==> src/rtl/vbp_pkg.sv <==
package vbp_pkg;

    // Header layout
    localparam int VBP_HEADER_BYTES = 26;
    localparam int VBP_SIG_BYTES    = 20;
    localparam int VBP_OFS_LO_POS   = 20;
    localparam int VBP_OFS_HI_POS   = 21;

    // Sample rate arithmetic
    localparam int VBP_RATE_NUM   = 1000000;
    localparam int VBP_TC_BASE    = 256;
    localparam int VBP_ROUND_ADD  = 99;
    localparam int VBP_ROUND_STEP = 100;
    localparam int VBP_DIV_STEPS  = 20;
    // x / 100 as (x * ceil(2^27 / 100)) >> 27, exact for any 20-bit x
    localparam int VBP_ROUND_RECIP = 1342178;
    localparam int VBP_ROUND_SHIFT = 27;

    // Queue between parser and output side
    localparam int VBP_FIFO_DEPTH = 4;

    // Block types and codec
    localparam logic [7:0] VBP_TYPE_END   = 8'h00;
    localparam logic [7:0] VBP_TYPE_AUDIO = 8'h01;
    localparam logic [7:0] VBP_CODEC_PCM8 = 8'h00;
    localparam logic [7:0] VBP_SIGN_FLIP  = 8'h80;

    typedef enum logic [3:0] {
        PH_HEADER,
        PH_SKIP,
        PH_TYPE,
        PH_LEN,
        PH_TC,
        PH_CODEC,
        PH_SAMPLES,
        PH_BODY,
        PH_DONE
    } t_phase;

    typedef enum logic [2:0] {
        ST_OK,
        ST_NO_AUDIO,
        ST_SHORT,
        ST_SIGNATURE,
        ST_OFFSET,
        ST_TRUNCATED,
        ST_CODEC,
        ST_LENGTH
    } t_status;

    typedef enum logic [1:0] {
        KIND_SAMPLE,
        KIND_RATE,
        KIND_STATUS
    } t_kind;

    typedef enum logic [1:0] {
        BK_IDLE,
        BK_DIV_TC,
        BK_DIV_ROUND,
        BK_SCALE
    } t_back_state;

    // One queued transaction: data is a sample byte or a time constant
    typedef struct packed {
        t_kind      kind;
        logic [7:0] data;
        t_status    status;
        logic       last;
    } t_entry;

    // Expected signature bytes
    function automatic logic [7:0] vbp_sig_byte(input logic [4:0] idx);
        logic [7:0] v;
        unique case (idx)
            5'd0:    v = 8'h43;
            5'd1:    v = 8'h72;
            5'd2:    v = 8'h65;
            5'd3:    v = 8'h61;
            5'd4:    v = 8'h74;
            5'd5:    v = 8'h69;
            5'd6:    v = 8'h76;
            5'd7:    v = 8'h65;
            5'd8:    v = 8'h20;
            5'd9:    v = 8'h56;
            5'd10:   v = 8'h6F;
            5'd11:   v = 8'h69;
            5'd12:   v = 8'h63;
            5'd13:   v = 8'h65;
            5'd14:   v = 8'h20;
            5'd15:   v = 8'h46;
            5'd16:   v = 8'h69;
            5'd17:   v = 8'h6C;
            5'd18:   v = 8'h65;
            5'd19:   v = 8'h1A;
            default: v = 8'h00;
        endcase
        return v;
    endfunction

endpackage

==> src/rtl/vbp_if.sv <==
// Byte stream into the parser
interface vbp_byte_if;
    logic       valid;
    logic       ready;
    logic [7:0] file_byte;

    modport source (output valid, output file_byte, input ready);
    modport sink   (input valid, input file_byte, output ready);
endinterface

// Parser results
interface vbp_result_if;
    logic               valid;
    logic               ready;
    logic [1:0]         kind;
    logic signed [15:0] sample;
    logic [19:0]        sample_rate;
    logic [2:0]         status;
    logic               last;

    modport source (output valid, output kind, output sample, output sample_rate,
                    output status, output last, input ready);
    modport sink   (input valid, input kind, input sample, input sample_rate,
                    input status, input last, output ready);
endinterface

==> src/rtl/vbp_fifo.sv <==
module vbp_fifo #(
    parameter int P_DEPTH = vbp_pkg::VBP_FIFO_DEPTH
) (
    input  logic            i_clk,
    input  logic            i_rst_n,
    input  logic            i_push,
    input  vbp_pkg::t_entry i_entry,
    output logic            o_full,
    input  logic            i_pop,
    output vbp_pkg::t_entry o_entry,
    output logic            o_empty
);
    import vbp_pkg::*;

    localparam int AW = (P_DEPTH > 1) ? $clog2(P_DEPTH) : 1;
    localparam int CW = $clog2(P_DEPTH + 1);

    t_entry          r_mem [P_DEPTH];
    logic [AW-1:0]   r_wr_ptr, r_rd_ptr;
    logic [CW-1:0]   r_count;

    logic w_push, w_pop;

    assign o_full  = (r_count == CW'(P_DEPTH));
    assign o_empty = (r_count == '0);
    assign o_entry = r_mem[r_rd_ptr];
    assign w_push  = i_push && !o_full;
    assign w_pop   = i_pop && !o_empty;

    // Storage
    always_ff @(posedge i_clk) begin
        if (w_push) begin
            r_mem[r_wr_ptr] <= i_entry;
        end
    end

    // Pointers and fill count
    always_ff @(posedge i_clk) begin
        if (!i_rst_n) begin
            r_wr_ptr <= '0;
            r_rd_ptr <= '0;
            r_count  <= '0;
        end else begin
            if (w_push) begin
                r_wr_ptr <= (r_wr_ptr == AW'(P_DEPTH - 1)) ? '0 : r_wr_ptr + 1'b1;
            end
            if (w_pop) begin
                r_rd_ptr <= (r_rd_ptr == AW'(P_DEPTH - 1)) ? '0 : r_rd_ptr + 1'b1;
            end
            if (w_push && !w_pop) begin
                r_count <= r_count + 1'b1;
            end else if (w_pop && !w_push) begin
                r_count <= r_count - 1'b1;
            end
        end
    end

endmodule

==> src/rtl/vbp_front.sv <==
module vbp_front (
    input  logic            i_clk,
    input  logic            i_rst_n,
    input  logic            i_cfg_we,
    input  logic [31:0]     i_cfg_wdata,
    vbp_byte_if.sink        i_byte,
    output logic            o_push,
    output vbp_pkg::t_entry o_entry,
    input  logic            i_full
);
    import vbp_pkg::*;

    logic [31:0] r_file_size;
    t_phase      r_phase, n_phase, w_phase_step;
    logic [31:0] r_pos, n_pos;
    logic [15:0] r_data_start, n_data_start;
    logic        r_sig_ok, n_sig_ok;
    logic [23:0] r_blk_len, n_blk_len;
    logic [23:0] r_left, n_left;
    logic        r_is_audio, n_is_audio;
    logic [7:0]  r_tc, n_tc;
    t_status     r_done_st, n_done_st, w_done_st_step;

    logic        w_accept;
    logic [7:0]  w_b;
    logic [32:0] w_next;
    logic        w_eof;
    logic [33:0] w_blk_end;

    assign i_byte.ready = !i_full;
    assign w_accept     = i_byte.valid && !i_full;
    assign w_b          = i_byte.file_byte;
    assign w_next       = {1'b0, r_pos} + 33'd1;
    assign w_eof        = (w_next >= {1'b0, r_file_size});
    assign w_blk_end    = {1'b0, w_next} + {10'b0, n_blk_len};

    // Configuration register
    always_ff @(posedge i_clk) begin
        if (!i_rst_n) begin
            r_file_size <= '0;
        end else if (i_cfg_we) begin
            r_file_size <= i_cfg_wdata;
        end
    end

    // Next state of the parser for the byte on the input
    always_comb begin
        w_phase_step   = r_phase;
        w_done_st_step = r_done_st;
        n_data_start   = r_data_start;
        n_sig_ok       = r_sig_ok;
        n_blk_len      = r_blk_len;
        n_left         = r_left;
        n_is_audio     = r_is_audio;
        n_tc           = r_tc;

        unique case (r_phase)
            PH_HEADER: begin
                if (r_pos < 32'(VBP_SIG_BYTES)) begin
                    if (w_b != vbp_sig_byte(r_pos[4:0])) begin
                        n_sig_ok = 1'b0;
                    end
                end else if (r_pos == 32'(VBP_OFS_LO_POS)) begin
                    n_data_start = {8'h00, w_b};
                end else if (r_pos == 32'(VBP_OFS_HI_POS)) begin
                    n_data_start = {w_b, r_data_start[7:0]};
                end
                if (r_pos >= 32'(VBP_HEADER_BYTES - 1)) begin
                    w_phase_step = PH_DONE;
                    priority if (r_file_size < 32'(VBP_HEADER_BYTES)) begin
                        w_done_st_step = ST_SHORT;
                    end else if (!n_sig_ok) begin
                        w_done_st_step = ST_SIGNATURE;
                    end else if (n_data_start < 16'(VBP_HEADER_BYTES) ||
                                 {16'h0000, n_data_start} >= r_file_size) begin
                        w_done_st_step = ST_OFFSET;
                    end else if (n_data_start == 16'(VBP_HEADER_BYTES)) begin
                        w_phase_step = PH_TYPE;
                    end else begin
                        w_phase_step = PH_SKIP;
                    end
                end
            end
            PH_SKIP: begin
                if (w_next >= {17'h0, r_data_start}) begin
                    w_phase_step = PH_TYPE;
                end
            end
            PH_TYPE: begin
                if (w_b == VBP_TYPE_END) begin
                    w_phase_step   = PH_DONE;
                    w_done_st_step = ST_NO_AUDIO;
                end else begin
                    n_is_audio   = (w_b == VBP_TYPE_AUDIO);
                    n_blk_len    = '0;
                    n_left       = '0;
                    w_phase_step = PH_LEN;
                end
            end
            PH_LEN: begin
                // little-endian 24-bit length, byte count kept in r_left
                unique case (r_left[1:0])
                    2'd0:    n_blk_len[7:0]   = w_b;
                    2'd1:    n_blk_len[15:8]  = w_b;
                    default: n_blk_len[23:16] = w_b;
                endcase
                n_left = r_left + 24'd1;
                if (r_left[1:0] == 2'd2) begin
                    priority if (w_blk_end > {2'b00, r_file_size}) begin
                        w_phase_step   = PH_DONE;
                        w_done_st_step = ST_TRUNCATED;
                    end else if (r_is_audio) begin
                        if (n_blk_len < 24'd2) begin
                            w_phase_step   = PH_DONE;
                            w_done_st_step = ST_LENGTH;
                        end else begin
                            n_left       = n_blk_len - 24'd2;
                            w_phase_step = PH_TC;
                        end
                    end else if (n_blk_len == '0) begin
                        w_phase_step = PH_TYPE;
                    end else begin
                        n_left       = n_blk_len;
                        w_phase_step = PH_BODY;
                    end
                end
            end
            PH_TC: begin
                n_tc         = w_b;
                w_phase_step = PH_CODEC;
            end
            PH_CODEC: begin
                w_phase_step = PH_DONE;
                if (w_b != VBP_CODEC_PCM8) begin
                    w_done_st_step = ST_CODEC;
                end else if (r_left == '0) begin
                    w_done_st_step = ST_OK;
                end else begin
                    w_phase_step = PH_SAMPLES;
                end
            end
            PH_SAMPLES: begin
                n_left = r_left - 24'd1;
                if (n_left == '0) begin
                    w_phase_step   = PH_DONE;
                    w_done_st_step = ST_OK;
                end
            end
            PH_BODY: begin
                n_left = r_left - 24'd1;
                if (n_left == '0) begin
                    w_phase_step = PH_TYPE;
                end
            end
            default: begin
                w_phase_step = r_phase;
            end
        endcase

        // End of file rearms for the next one
        n_phase   = w_phase_step;
        n_done_st = w_done_st_step;
        n_pos     = w_next[31:0];
        if (w_eof) begin
            n_phase      = PH_HEADER;
            n_done_st    = ST_OK;
            n_pos        = '0;
            n_data_start = '0;
            n_sig_ok     = 1'b1;
            n_blk_len    = '0;
            n_left       = '0;
            n_is_audio   = 1'b0;
            n_tc         = '0;
        end
    end

    // Transaction pushed to the queue
    always_comb begin
        o_entry.kind   = KIND_STATUS;
        o_entry.data   = w_b;
        o_entry.status = ST_OK;
        o_entry.last   = w_eof;
        if (r_phase == PH_CODEC && w_b == VBP_CODEC_PCM8) begin
            o_entry.kind = KIND_RATE;
            o_entry.data = r_tc;
        end else if (r_phase == PH_SAMPLES) begin
            o_entry.kind = KIND_SAMPLE;
        end
        if (w_eof) begin
            priority case (w_phase_step)
                PH_DONE:   o_entry.status = w_done_st_step;
                PH_HEADER: o_entry.status = ST_SHORT;
                PH_TYPE:   o_entry.status = ST_NO_AUDIO;
                default:   o_entry.status = ST_TRUNCATED;
            endcase
        end
        o_push = w_accept && (w_eof || o_entry.kind != KIND_STATUS);
    end

    // Parser state
    always_ff @(posedge i_clk) begin
        if (!i_rst_n) begin
            r_phase      <= PH_HEADER;
            r_done_st    <= ST_OK;
            r_pos        <= '0;
            r_data_start <= '0;
            r_sig_ok     <= 1'b1;
            r_blk_len    <= '0;
            r_left       <= '0;
            r_is_audio   <= 1'b0;
            r_tc         <= '0;
        end else if (w_accept) begin
            r_phase      <= n_phase;
            r_done_st    <= n_done_st;
            r_pos        <= n_pos;
            r_data_start <= n_data_start;
            r_sig_ok     <= n_sig_ok;
            r_blk_len    <= n_blk_len;
            r_left       <= n_left;
            r_is_audio   <= n_is_audio;
            r_tc         <= n_tc;
        end
    end

endmodule

==> src/rtl/vbp_back.sv <==
module vbp_back (
    input  logic            i_clk,
    input  logic            i_rst_n,
    input  vbp_pkg::t_entry i_entry,
    input  logic            i_empty,
    output logic            o_pop,
    vbp_result_if.source    o_result
);
    import vbp_pkg::*;

    localparam int CNTW = $clog2(VBP_DIV_STEPS);

    t_back_state r_state, n_state;
    logic [8:0]  r_rem;
    logic [19:0] r_quo;
    logic [8:0]  r_div;
    logic [CNTW-1:0] r_cnt;
    logic        r_last;
    t_status     r_status;

    logic               r_out_valid;
    t_kind              r_out_kind;
    logic signed [15:0] r_out_sample;
    logic [19:0]        r_out_rate;
    t_status            r_out_status;
    logic               r_out_last;

    logic        w_out_free;
    logic        w_step_done;
    logic [9:0]  w_rem_sh;
    logic        w_ge;
    logic [8:0]  w_rem_new;
    logic [19:0] w_quo_new;
    logic [40:0] w_round_prod;
    logic [19:0] w_round_quo;
    logic        w_load_rate;
    logic        w_load_direct;
    logic        w_load_scaled;

    assign w_out_free  = !r_out_valid || o_result.ready;
    assign w_step_done = (r_cnt == CNTW'(VBP_DIV_STEPS - 1));

    // One restoring division step a cycle
    assign w_rem_sh  = {r_rem, r_quo[19]};
    assign w_ge      = (w_rem_sh >= {1'b0, r_div});
    assign w_rem_new = w_ge ? 9'(w_rem_sh - {1'b0, r_div}) : w_rem_sh[8:0];
    assign w_quo_new = {r_quo[18:0], w_ge};

    // Divide by 100 with a reciprocal multiply
    assign w_round_prod = {21'b0, r_quo} * 41'(VBP_ROUND_RECIP);
    assign w_round_quo  = 20'(w_round_prod >> VBP_ROUND_SHIFT);

    // Next state
    always_comb begin
        n_state = r_state;
        unique case (r_state)
            BK_IDLE: begin
                if (!i_empty && w_out_free && i_entry.kind == KIND_RATE) begin
                    n_state = BK_DIV_TC;
                end
            end
            BK_DIV_TC: begin
                if (w_step_done) n_state = BK_DIV_ROUND;
            end
            BK_DIV_ROUND: begin
                n_state = BK_SCALE;
            end
            BK_SCALE: begin
                n_state = BK_IDLE;
            end
            default: begin
                n_state = BK_IDLE;
            end
        endcase
    end

    // Control outputs
    always_comb begin
        o_pop         = 1'b0;
        w_load_rate   = 1'b0;
        w_load_direct = 1'b0;
        w_load_scaled = 1'b0;
        unique case (r_state)
            BK_IDLE: begin
                if (!i_empty && w_out_free) begin
                    o_pop = 1'b1;
                    if (i_entry.kind == KIND_RATE) begin
                        w_load_rate = 1'b1;
                    end else begin
                        w_load_direct = 1'b1;
                    end
                end
            end
            BK_SCALE: begin
                w_load_scaled = 1'b1;
            end
            default: begin
                o_pop = 1'b0;
            end
        endcase
    end

    always_ff @(posedge i_clk) begin
        if (!i_rst_n) begin
            r_state <= BK_IDLE;
        end else begin
            r_state <= n_state;
        end
    end

    // Divider: 1000000 / (256 - tc), then (q + 99) / 100 by reciprocal
    always_ff @(posedge i_clk) begin
        if (w_load_rate) begin
            r_rem    <= '0;
            r_quo    <= 20'(VBP_RATE_NUM);
            r_div    <= 9'(VBP_TC_BASE) - {1'b0, i_entry.data};
            r_cnt    <= '0;
            r_last   <= i_entry.last;
            r_status <= i_entry.status;
        end else if (r_state == BK_DIV_TC) begin
            if (w_step_done) begin
                r_cnt <= '0;
                r_quo <= w_quo_new + 20'(VBP_ROUND_ADD);
            end else begin
                r_cnt <= r_cnt + 1'b1;
                r_rem <= w_rem_new;
                r_quo <= w_quo_new;
            end
        end else if (r_state == BK_DIV_ROUND) begin
            r_quo <= w_round_quo;
        end
    end

    // Output register
    always_ff @(posedge i_clk) begin
        if (!i_rst_n) begin
            r_out_valid <= 1'b0;
        end else if (w_load_direct || w_load_scaled) begin
            r_out_valid <= 1'b1;
        end else if (o_result.ready) begin
            r_out_valid <= 1'b0;
        end
    end

    always_ff @(posedge i_clk) begin
        if (w_load_direct) begin
            r_out_kind   <= i_entry.kind;
            r_out_sample <= (i_entry.kind == KIND_SAMPLE) ?
                            {i_entry.data ^ VBP_SIGN_FLIP, 8'h00} : 16'sd0;
            r_out_rate   <= '0;
            r_out_status <= i_entry.status;
            r_out_last   <= i_entry.last;
        end else if (w_load_scaled) begin
            // quotient times 100
            r_out_kind   <= KIND_RATE;
            r_out_sample <= 16'sd0;
            r_out_rate   <= (r_quo << 6) + (r_quo << 5) + (r_quo << 2);
            r_out_status <= r_status;
            r_out_last   <= r_last;
        end
    end

    assign o_result.valid       = r_out_valid;
    assign o_result.kind        = r_out_kind;
    assign o_result.sample      = r_out_sample;
    assign o_result.sample_rate = r_out_rate;
    assign o_result.status      = r_out_status;
    assign o_result.last        = r_out_last;

endmodule

==> src/rtl/voc_block_parser_pcm8.sv <==
// Voice-format audio file parser, 8-bit PCM.
// i_byte carries the file one byte per transaction (valid/ready); i_cfg_we
// with i_cfg_wdata sets the file size in bytes, written between files.
// o_result gives one transaction per sample and one for the sample rate;
// the file's final transaction, of any kind, has last set and the file's status.
// A parsing front end takes one byte per cycle while the queue has room and
// pushes results into a small queue; an output stage drains the queue into
// a registered output, so each result passes the queue and then the output
// register. The sample rate needs a 20-step restoring division, a reciprocal
// multiply for the rounding and a scaling step; bytes keep being taken until
// the queue fills, after which i_byte.ready drops until the rate is out.
// Otherwise throughput is one byte per cycle.
// Reset (i_rst_n low at a clock edge) clears the file size to zero, the
// parser to the start of a header and empties the queue and output.
// When the receiver holds o_result.ready low, the output register holds its
// transaction, the queue fills and i_byte.ready falls; nothing is dropped.
module voc_block_parser_pcm8 #(
    parameter int P_FIFO_DEPTH = vbp_pkg::VBP_FIFO_DEPTH
) (
    input  logic          i_clk,
    input  logic          i_rst_n,
    input  logic          i_cfg_we,
    input  logic [31:0]   i_cfg_wdata,
    vbp_byte_if.sink      i_byte,
    vbp_result_if.source  o_result
);
    import vbp_pkg::*;

    logic   w_push, w_full, w_pop, w_empty;
    t_entry w_push_entry, w_pop_entry;

    // Byte parser
    vbp_front u_front (
        .i_clk       (i_clk),
        .i_rst_n     (i_rst_n),
        .i_cfg_we    (i_cfg_we),
        .i_cfg_wdata (i_cfg_wdata),
        .i_byte      (i_byte),
        .o_push      (w_push),
        .o_entry     (w_push_entry),
        .i_full      (w_full)
    );

    // Decoupling queue
    vbp_fifo #(
        .P_DEPTH (P_FIFO_DEPTH)
    ) u_fifo (
        .i_clk   (i_clk),
        .i_rst_n (i_rst_n),
        .i_push  (w_push),
        .i_entry (w_push_entry),
        .o_full  (w_full),
        .i_pop   (w_pop),
        .o_entry (w_pop_entry),
        .o_empty (w_empty)
    );

    // Result formatting and rate divider
    vbp_back u_back (
        .i_clk    (i_clk),
        .i_rst_n  (i_rst_n),
        .i_entry  (w_pop_entry),
        .i_empty  (w_empty),
        .o_pop    (w_pop),
        .o_result (o_result)
    );

endmodule

==> src/flat_wrapper.sv <==
// flat-port wrapper written by rule: the top's interface ports become plain ports
module voc_block_parser_pcm8_flat import vbp_pkg::*;
#(
    parameter int P_FIFO_DEPTH = vbp_pkg::VBP_FIFO_DEPTH
)
  (i_clk, i_rst_n, i_cfg_we, i_cfg_wdata, i_byte_valid, i_byte_file_byte, i_byte_ready, o_result_valid, o_result_kind, o_result_sample, o_result_sample_rate, o_result_status, o_result_last, o_result_ready);
  vbp_byte_if i_byte_i ();
  vbp_result_if o_result_i ();
  input  logic i_clk;
  input  logic i_rst_n;
  input  logic i_cfg_we;
  input  logic [31:0] i_cfg_wdata;
  input wire logic [$bits(i_byte_i.valid)-1:0] i_byte_valid;
  input wire logic [$bits(i_byte_i.file_byte)-1:0] i_byte_file_byte;
  output wire logic [$bits(i_byte_i.ready)-1:0] i_byte_ready;
  output wire logic [$bits(o_result_i.valid)-1:0] o_result_valid;
  output wire logic [$bits(o_result_i.kind)-1:0] o_result_kind;
  output wire logic [$bits(o_result_i.sample)-1:0] o_result_sample;
  output wire logic [$bits(o_result_i.sample_rate)-1:0] o_result_sample_rate;
  output wire logic [$bits(o_result_i.status)-1:0] o_result_status;
  output wire logic [$bits(o_result_i.last)-1:0] o_result_last;
  input wire logic [$bits(o_result_i.ready)-1:0] o_result_ready;
  assign i_byte_i.valid = i_byte_valid;
  assign i_byte_i.file_byte = i_byte_file_byte;
  assign i_byte_ready = i_byte_i.ready;
  assign o_result_valid = o_result_i.valid;
  assign o_result_kind = o_result_i.kind;
  assign o_result_sample = o_result_i.sample;
  assign o_result_sample_rate = o_result_i.sample_rate;
  assign o_result_status = o_result_i.status;
  assign o_result_last = o_result_i.last;
  assign o_result_i.ready = o_result_ready;
  voc_block_parser_pcm8 #(.P_FIFO_DEPTH(P_FIFO_DEPTH)) u_core (.i_clk(i_clk), .i_rst_n(i_rst_n), .i_cfg_we(i_cfg_we), .i_cfg_wdata(i_cfg_wdata), .i_byte(i_byte_i), .o_result(o_result_i));
endmodule
==> config.mk <==
export PLATFORM = sky130hd
export DESIGN_NAME = voc_block_parser_pcm8_flat
export DESIGN_NICKNAME = d
export VERILOG_FILES = /design/src/rtl/vbp_pkg.sv /design/src/rtl/vbp_if.sv /design/src/rtl/vbp_fifo.sv /design/src/rtl/vbp_front.sv /design/src/rtl/vbp_back.sv /design/src/rtl/voc_block_parser_pcm8.sv /design/src/flat_wrapper.sv
export SDC_FILE = /design/constraint.sdc
export NUM_CORES = 2
export LEC_CHECK = 0
export BUFFER_PORTS_ARGS = -buffer_cell sky130_fd_sc_hd__buf_2
export CAP_MARGIN = 10
export CORE_AREA = 4 4 220 222
export CTS_CLUSTER_DIAMETER = 40
export DETAILED_ROUTE_END_ITERATION = 8
export DIE_AREA = 0 0 224 226
export PLACE_DENSITY_LB_ADDON = 0.05
export RECOVER_POWER = 25
export SLEW_MARGIN = 20
export SYNTH_ARGS = -nofsm -noshare
export SYNTH_HDL_FRONTEND = slang
export SYNTH_SLANG_ARGS = --single-unit
==> constraint.sdc <==
create_clock -name i_clk -period 24.4 [get_ports i_clk]
set_input_delay 2.44 -clock i_clk [delete_from_list [all_inputs] [get_ports i_clk]]
set_output_delay 2.44 -clock i_clk [all_outputs]
set_load 0.005 [all_outputs]
# --- Word-level counts from Yosys, hierarchy flattened ---
# Memory sizes are Yosys's and may differ from the RTL's. A register that Yosys moved wholly into a read port is not among the register bits.
# Index checks and enable logic that the tools add are counted.
word_totals:
  regBits: 244
  ram_bits: 56
  romBits: 224
  inputBits: 45
  output_inout_bits: 44
  memories: 2
mem_list:
  columns: ["memory", "depth", "word_bits", "read_ports", "rd_ports_with_merged_regs", "wr", "line", "source"]
  rows:
  - ["(no name shown)", 32, 7, 1, 1, 0, "vbp_pkg.sv:75", "unique case (idx)"]
  - ["u_core.u_fifo.r_mem", 4, 14, 1, 1, 1, "vbp_fifo.sv:18", "t_entry r_mem [P_DEPTH];"]
op_classes:
  n_addsub: 15
  mul: 1
  n_lt_le_gt_ge: 10
  eq_ne: 29
  mux: 111
  bitwise_logic: 2
  n_reduce_logical: 45
op_table:
  columns: ["cell", "count"]
  rows:
  - ["2-to-1 mux 24 bit", 9]
  - ["2-to-1 mux 16 bit", 9]
  - ["2-to-1 mux 8 bit", 11]
  - ["zero test 24 bit", 3]
  - ["one-hot mux 24 bit (3 select lines)", 1]
  - ["equality test 32 x 5 -> 1 bit (second input constant)", 2]
  - ["< comparator 32 x 5 -> 1 bit (second input constant)", 2]
  - ["2-to-1 mux 20 bit", 3]
  - ["2-to-1 mux 4 bit", 15]
  - ["2-to-1 mux 3 bit", 19]
  - ["one-hot mux 24 bit (2 select lines)", 1]
  - ["adder 20 bit", 2]
  - ["multiplier 20 x 20 -> 40 bit (second input constant)", 1]
  - ["adder 33 x 24 -> 34 bit", 1]
  - ["greater-than comparator 34 x 32 -> 1 bit", 1]
  - ["adder 32 x 1 -> 33 bit (second input constant)", 1]
  - ["greater-or-equal comparator 33 x 16 -> 1 bit", 1]
  - ["greater-or-equal comparator 33 x 32 -> 1 bit", 1]
  - ["greater-or-equal comparator 16 x 32 -> 1 bit", 1]
  - ["greater-or-equal comparator 32 x 5 -> 1 bit (second input constant)", 1]
  - ["2-to-1 mux 32 bit", 1]
  - ["one-hot mux 4 bit (8 select lines)", 1]
  - ["adder 24 x 1 -> 24 bit (second input constant)", 1]
  - ["< comparator 24 x 2 -> 1 bit (second input constant)", 1]
  - ["45 further kinds", 124]

# --- Logic depth before layout (Yosys ltp) ---
depth:
  word_depth: 15
  depth_mapped: 44

# --- Hierarchy ---
# A second synthesis with hierarchy kept.
unflattened:
  cells_unflattened: 3381
  area_unflattened_um2: 29450.7
by_module_without_submodules:
  columns: ["module", "n_inst", "cells_per_inst", "area_each_um2", "seq_area_each_um2"]
  rows:
  - ["vbp_front", 1, 1991, 14626.5, 3042.9]
  - ["vbp_back", 1, 1266, 12310.6, 1911.8]
  - ["vbp_fifo", 1, 124, 2513.7, 1861.8]

# --- Worst setup path before layout ---
# Ideal clock, no wire load.
synth_timing:
  path_type: "input port to flip-flop"
  startpoint: "input i_byte_file_byte[1]"
  endpoint: "memory u_core.u_fifo.r_mem[0][1] (netlist bit), data pin"
  setup_ps: 269
  t_arrival_ps: 8763
  t_required_ps: 24131
  slack_ps: 15369
  cell_stages: 33
  path_buffers: 2
  path_cell_list: "clkbuf_1 nor2_1 and4b_1 clkbuf_1 a21oi_1 nand2_1 nor2_1 o21ai_1 a22o_1 nand2_1 inv_1 ha_1 a21o_1 a21oi_1 or3_1 a311oi_1 a221oi_1 o21ai_0 o21ai_0 a21oi_1 o21ai_0 xnor2_1 ha_1 nand4_1 nor4_1 nand2_1 or4_1 o2111ai_1 nand3_1 o2bb2ai_1 nor3_1 nor2_1 o31a_1"
synth_rtl:
  columns: ["item", "line", "source"]
  rows:
  - ["start, declared", "flat_wrapper.sv:14", "input wire logic [$bits(i_byte_i.file_byte)-1:0] i_byte_file_byte;"]
  - ["end, declared", "vbp_fifo.sv:18", null]

# --- Worst setup path after layout ---
layout_timing:
  startpoint: "register u_core.u_front.r_pos[2]"
  endpoint: "register u_core.u_front.r_left[5]"
layout_between:
  elab_chain_len: 9
  elab_cells_between_ends: 12
  classes_between: "add/sub: 2; order compare: 2; eq/ne: 1; mux: 5; reduce/logical: 2"
layout_lines:
  columns: ["item", "line", "source"]
  rows:
  - ["start, declared", "vbp_front.sv:15", "logic [31:0] r_pos, n_pos;"]
  - ["start signal, assigned", "vbp_front.sv:215", "r_pos <= n_pos;"]
  - ["adder 32 x 1 -> 33 bit", "vbp_front.sv:33", "assign w_next = {1'b0, r_pos} + 33'd1;"]
  - ["greater-or-equal comparator 33 x 32 -> 1 bit", "vbp_front.sv:34", "assign w_eof = (w_next >= {1'b0, r_file_size});"]
  - ["2-to-1 mux 24 bit", "vbp_front.sv:164", "if (w_eof) begin"]
  - ["named net u_core.u_front.n_blk_len[10]", "vbp_front.sv:18", "logic [23:0] r_blk_len, n_blk_len;"]
  - ["adder 33 x 24 -> 34 bit", "vbp_front.sv:35", "assign w_blk_end = {1'b0, w_next} + {10'b0, n_blk_len};"]
  - ["greater-than comparator 34 x 32 -> 1 bit", "vbp_front.sv:109", "priority if (w_blk_end > {2'b00, r_file_size}) begin"]
  - ["2-to-1 mux 24 bit", "vbp_front.sv:109", null]
  - ["2-to-1 mux 24 bit", "vbp_front.sv:108", "if (r_left[1:0] == 2'd2) begin"]
  - ["one-hot mux 24 bit (3 select lines)", "vbp_front.sv:57", "unique case (r_phase)"]
  - ["2-to-1 mux 24 bit", "vbp_front.sv:164", null]
  - ["end signal, assigned", "vbp_front.sv:219", "r_left <= n_left;"]
  - ["end, declared", "vbp_front.sv:19", "logic [23:0] r_left, n_left;"]
# The timed path passes the listed nets, and every way through them passes these cells.
# A chain may end at the register's enable or synchronous reset.

==> metrics <==
status=finished, violations left; failing checks=max-capacitance violations, max-slew violations; crit-path max cell delay=0.69 ns; Clock Skews=0.0263 ns; area grow syn2layout=9.62%; Core Area=46,400 sq um; Worst Setup EP=u_core.u_front.r_left[5]; Die X=224 um; post-CTS setup buffers=0; R2R depth=36; Yosys cell types=94; reg2reg start=u_core.u_front.r_pos[2]; total die area=50,600 sq um; gp weighted congestion=0.985; top-count cell post-synth=ha_1; port bufs=78; clk sink count=299; crit path kind=reg2reg; Rel. slew slack=-52.6%; Critical Path Sink Type=flop; Starting Density=62.4%; Post-synth top flop=dfxtp_1; Avg Synthesized Cell Area=8.88 sq um; peak fanout along the critical path=46; row count=79; CP top delay family=compound AO/OA/AOI/OAI gates; Worst-path clk slew=0.06 ns; CTS root buf=clkbuf_16; Routed Wire Length=89.5 mm; R2R Path End=u_core.u_front.r_left[5]; Clock Path Buffers=3; synthesized area=28,900 sq um; Critical Path RT=24.84 ns; Gate Count Post-Synth=3,261; Crit-path slowest cell=a2111oi_0; Via Count=25,579; Post-CTS Hold Buffers=0; actual slew at the worst max-slew pin=2.28 ns; Setup-failing EPs final=0; synthesized flop and latch total=299; post-synth top area share=17.2%; Worst path depth=36; DRT Pass-1 Iters=9; ys async rst share=0%; Ports=89; Critical Path AT=11.92 ns; largest net degree at the start of global routing=80; min Tclk post-route=11.48 ns; Setup crit start=u_core.u_front.r_pos[2]; Seq/Total Area, Yosys=23.6%; RSZ-0062 raised after global routing=false; vias in the first global route=25,402; synth top area cells=ha_1 17%, dfxtp_1 15%, fa_1 11%; GRT Overall Usage=34.9%; routed len/inst=22.8 um; die height=226 um; CTS H-tree depth=2; initial antenna violation count=0; WP buf/inv=2; antenna-violating nets left=0; Post-synth EDFFs=83; Final Max Tran Viols=78; Hold Path Depth=2; Final Hold Fails=0; drt via density=6.50; setup_tns=0 ns; Ant. Diodes=0; Post-DP HPWL=68.1 mm; first-pass GRT wire length=140 mm; reg-to-reg slack, setup=12.92 ns; share of cells above drive strength 1=7.81%; Achievable Freq=0.0871 GHz; synth warn=0; fillers=3,739; CTS tree=yes; Initial DRC Count=2,602; largest area contributor in the synthesized netlist=ha_1; max_cap viols=2; Worst setup SP type=flop; final net count=3,883; Post-synth top cells=398 x ha_1, 290 x nor2_1, 269 x inv_1; DR DRC count=0; worst hold path type=reg2reg; GR Overflow Total=0; Final period util=47.1%; total CTS buffers=56; cell mode on critical path=o21ai_0; clk_lat worst skew=0.62 ns; PostCTS Resize Cnt=0
[cells in the final DEF (no fill, tap or decap), types with 35 or more instances in the layout]
master / Yosys / final
buf_2: 21 / 53
nor3_1: 82 / 82
o21ai_0: 139 / 139
xor2_1: 49 / 49
a21oi_1: 185 / 185
a22oi_1: 56 / 56
mux2i_1: 89 / 89
clkbuf_16: 0 / 56
nand3_1: 88 / 88
edfxtp_1: 83 / 83
nand4_1: 51 / 51
buf_4: 13 / 39
nand2_1: 226 / 225
inv_1: 269 / 269
xnor2_1: 104 / 104
fa_1: 161 / 161
or3_1: 41 / 41
nor2_1: 290 / 288
and3_1: 35 / 35
ha_1: 398 / 398
dfxtp_1: 216 / 216
a21o_1: 47 / 47
[registers in the layout, summed over array words and instances, names as in the netlist, 9 cells and up, named ones only]
name	cells
u_core.u_back.r_quo	20
u_core.u_front.r_data_start	16
u_core.u_fifo.r_mem	56
u_core.u_front.r_blk_len	24
u_core.u_back.o_result.sample_rate	18
u_core.u_back.r_div	9
u_core.u_front.r_pos	32
u_core.u_front.r_left	24
u_core.u_front.r_file_size	32
u_core.u_back.r_rem	9
[how the worst min path moves through the flow]
stage	from	to
global route	u_core.u_back.r_rem[8]	u_core.u_back.r_rem[8]
detailed placement	u_core.u_back.r_rem[8]	u_core.u_back.r_rem[8]
global placement	u_core.u_back.r_rem[8]	u_core.u_back.r_rem[8]
floorplan	u_core.u_back.r_rem[8]	u_core.u_back.r_rem[8]
finish	u_core.u_back.o_result.sample_rate[16]	u_core.u_back.o_result.sample_rate[16]
CTS	u_core.u_back.r_rem[8]	u_core.u_back.r_rem[8]
[metrics by stage]
stage	util, %	worst slack (ns)	instances	hold slack, ns	instance area (sq um)
6_report	68.4	12.92	3934	0.478	31700
3_5_place_dp	64.1	13.23	3828	0.472	29700
2_1_floorplan	-	15.37	3270	0.432	29000
5_1_grt	68.4	12.21	3934	0.494	31700
4_1_cts	68.5	13.30	3934	0.480	31800
3_3_place_gp	64.1	13.49	3828	0.443	29700
[routing by layer]
layer	global-route usage, %	share of wire [%]
met1	43.0	39
met2	58.1	47
met3	5.69	7.1
met4	20.2	6.6
met5	0	0
[worst reg2reg max path, delay by kind of cell, from the launching register on]
| family | cells | cell delay (ns) |
|---|---|---|
| simple gates | 12 | 3.00 |
| compound gates | 17 | 5.56 |
| xor+xnor | 2 | 0.65 |
| fa+ha+maj | 3 | 0.96 |
| flops | 1 | 0.61 |
| buf+inv | 2 | 0.51 |
[layout make-up]
cell class | count | area (sq um) | area share [%]
clock inverters | 47 | 632 | 1.99
clock buffers | 59 | 1410 | 4.45
well taps | 607 | 759 | 2.39
flip-flops and latches | 299 | 6820 | 21.5
multi-input cells | 2528 | 20400 | 64.3
inverters | 272 | 1020 | 3.22
repair buffers | 122 | 671 | 2.11
[logic make-up (layout without fill, tap and decap cells)]
kind of cell / after synthesis / in the layout / share of synthesized area, %
compound gates: 685 / 685 / 15.6
xor+xnor: 153 / 153 / 4.63
fa+ha+maj: 559 / 559 / 28.3
simple gates: 1005 / 1005 / 17.2
other cells: 1 / 10 / 0.0130
flops: 299 / 299 / 23.6
mux: 116 / 116 / 4.67
buf+inv: 443 / 500 / 6.08
Power is left out: the tool's default activity adds up to more than one toggle a clock period on the data nets, which glitch-free logic cannot reach.
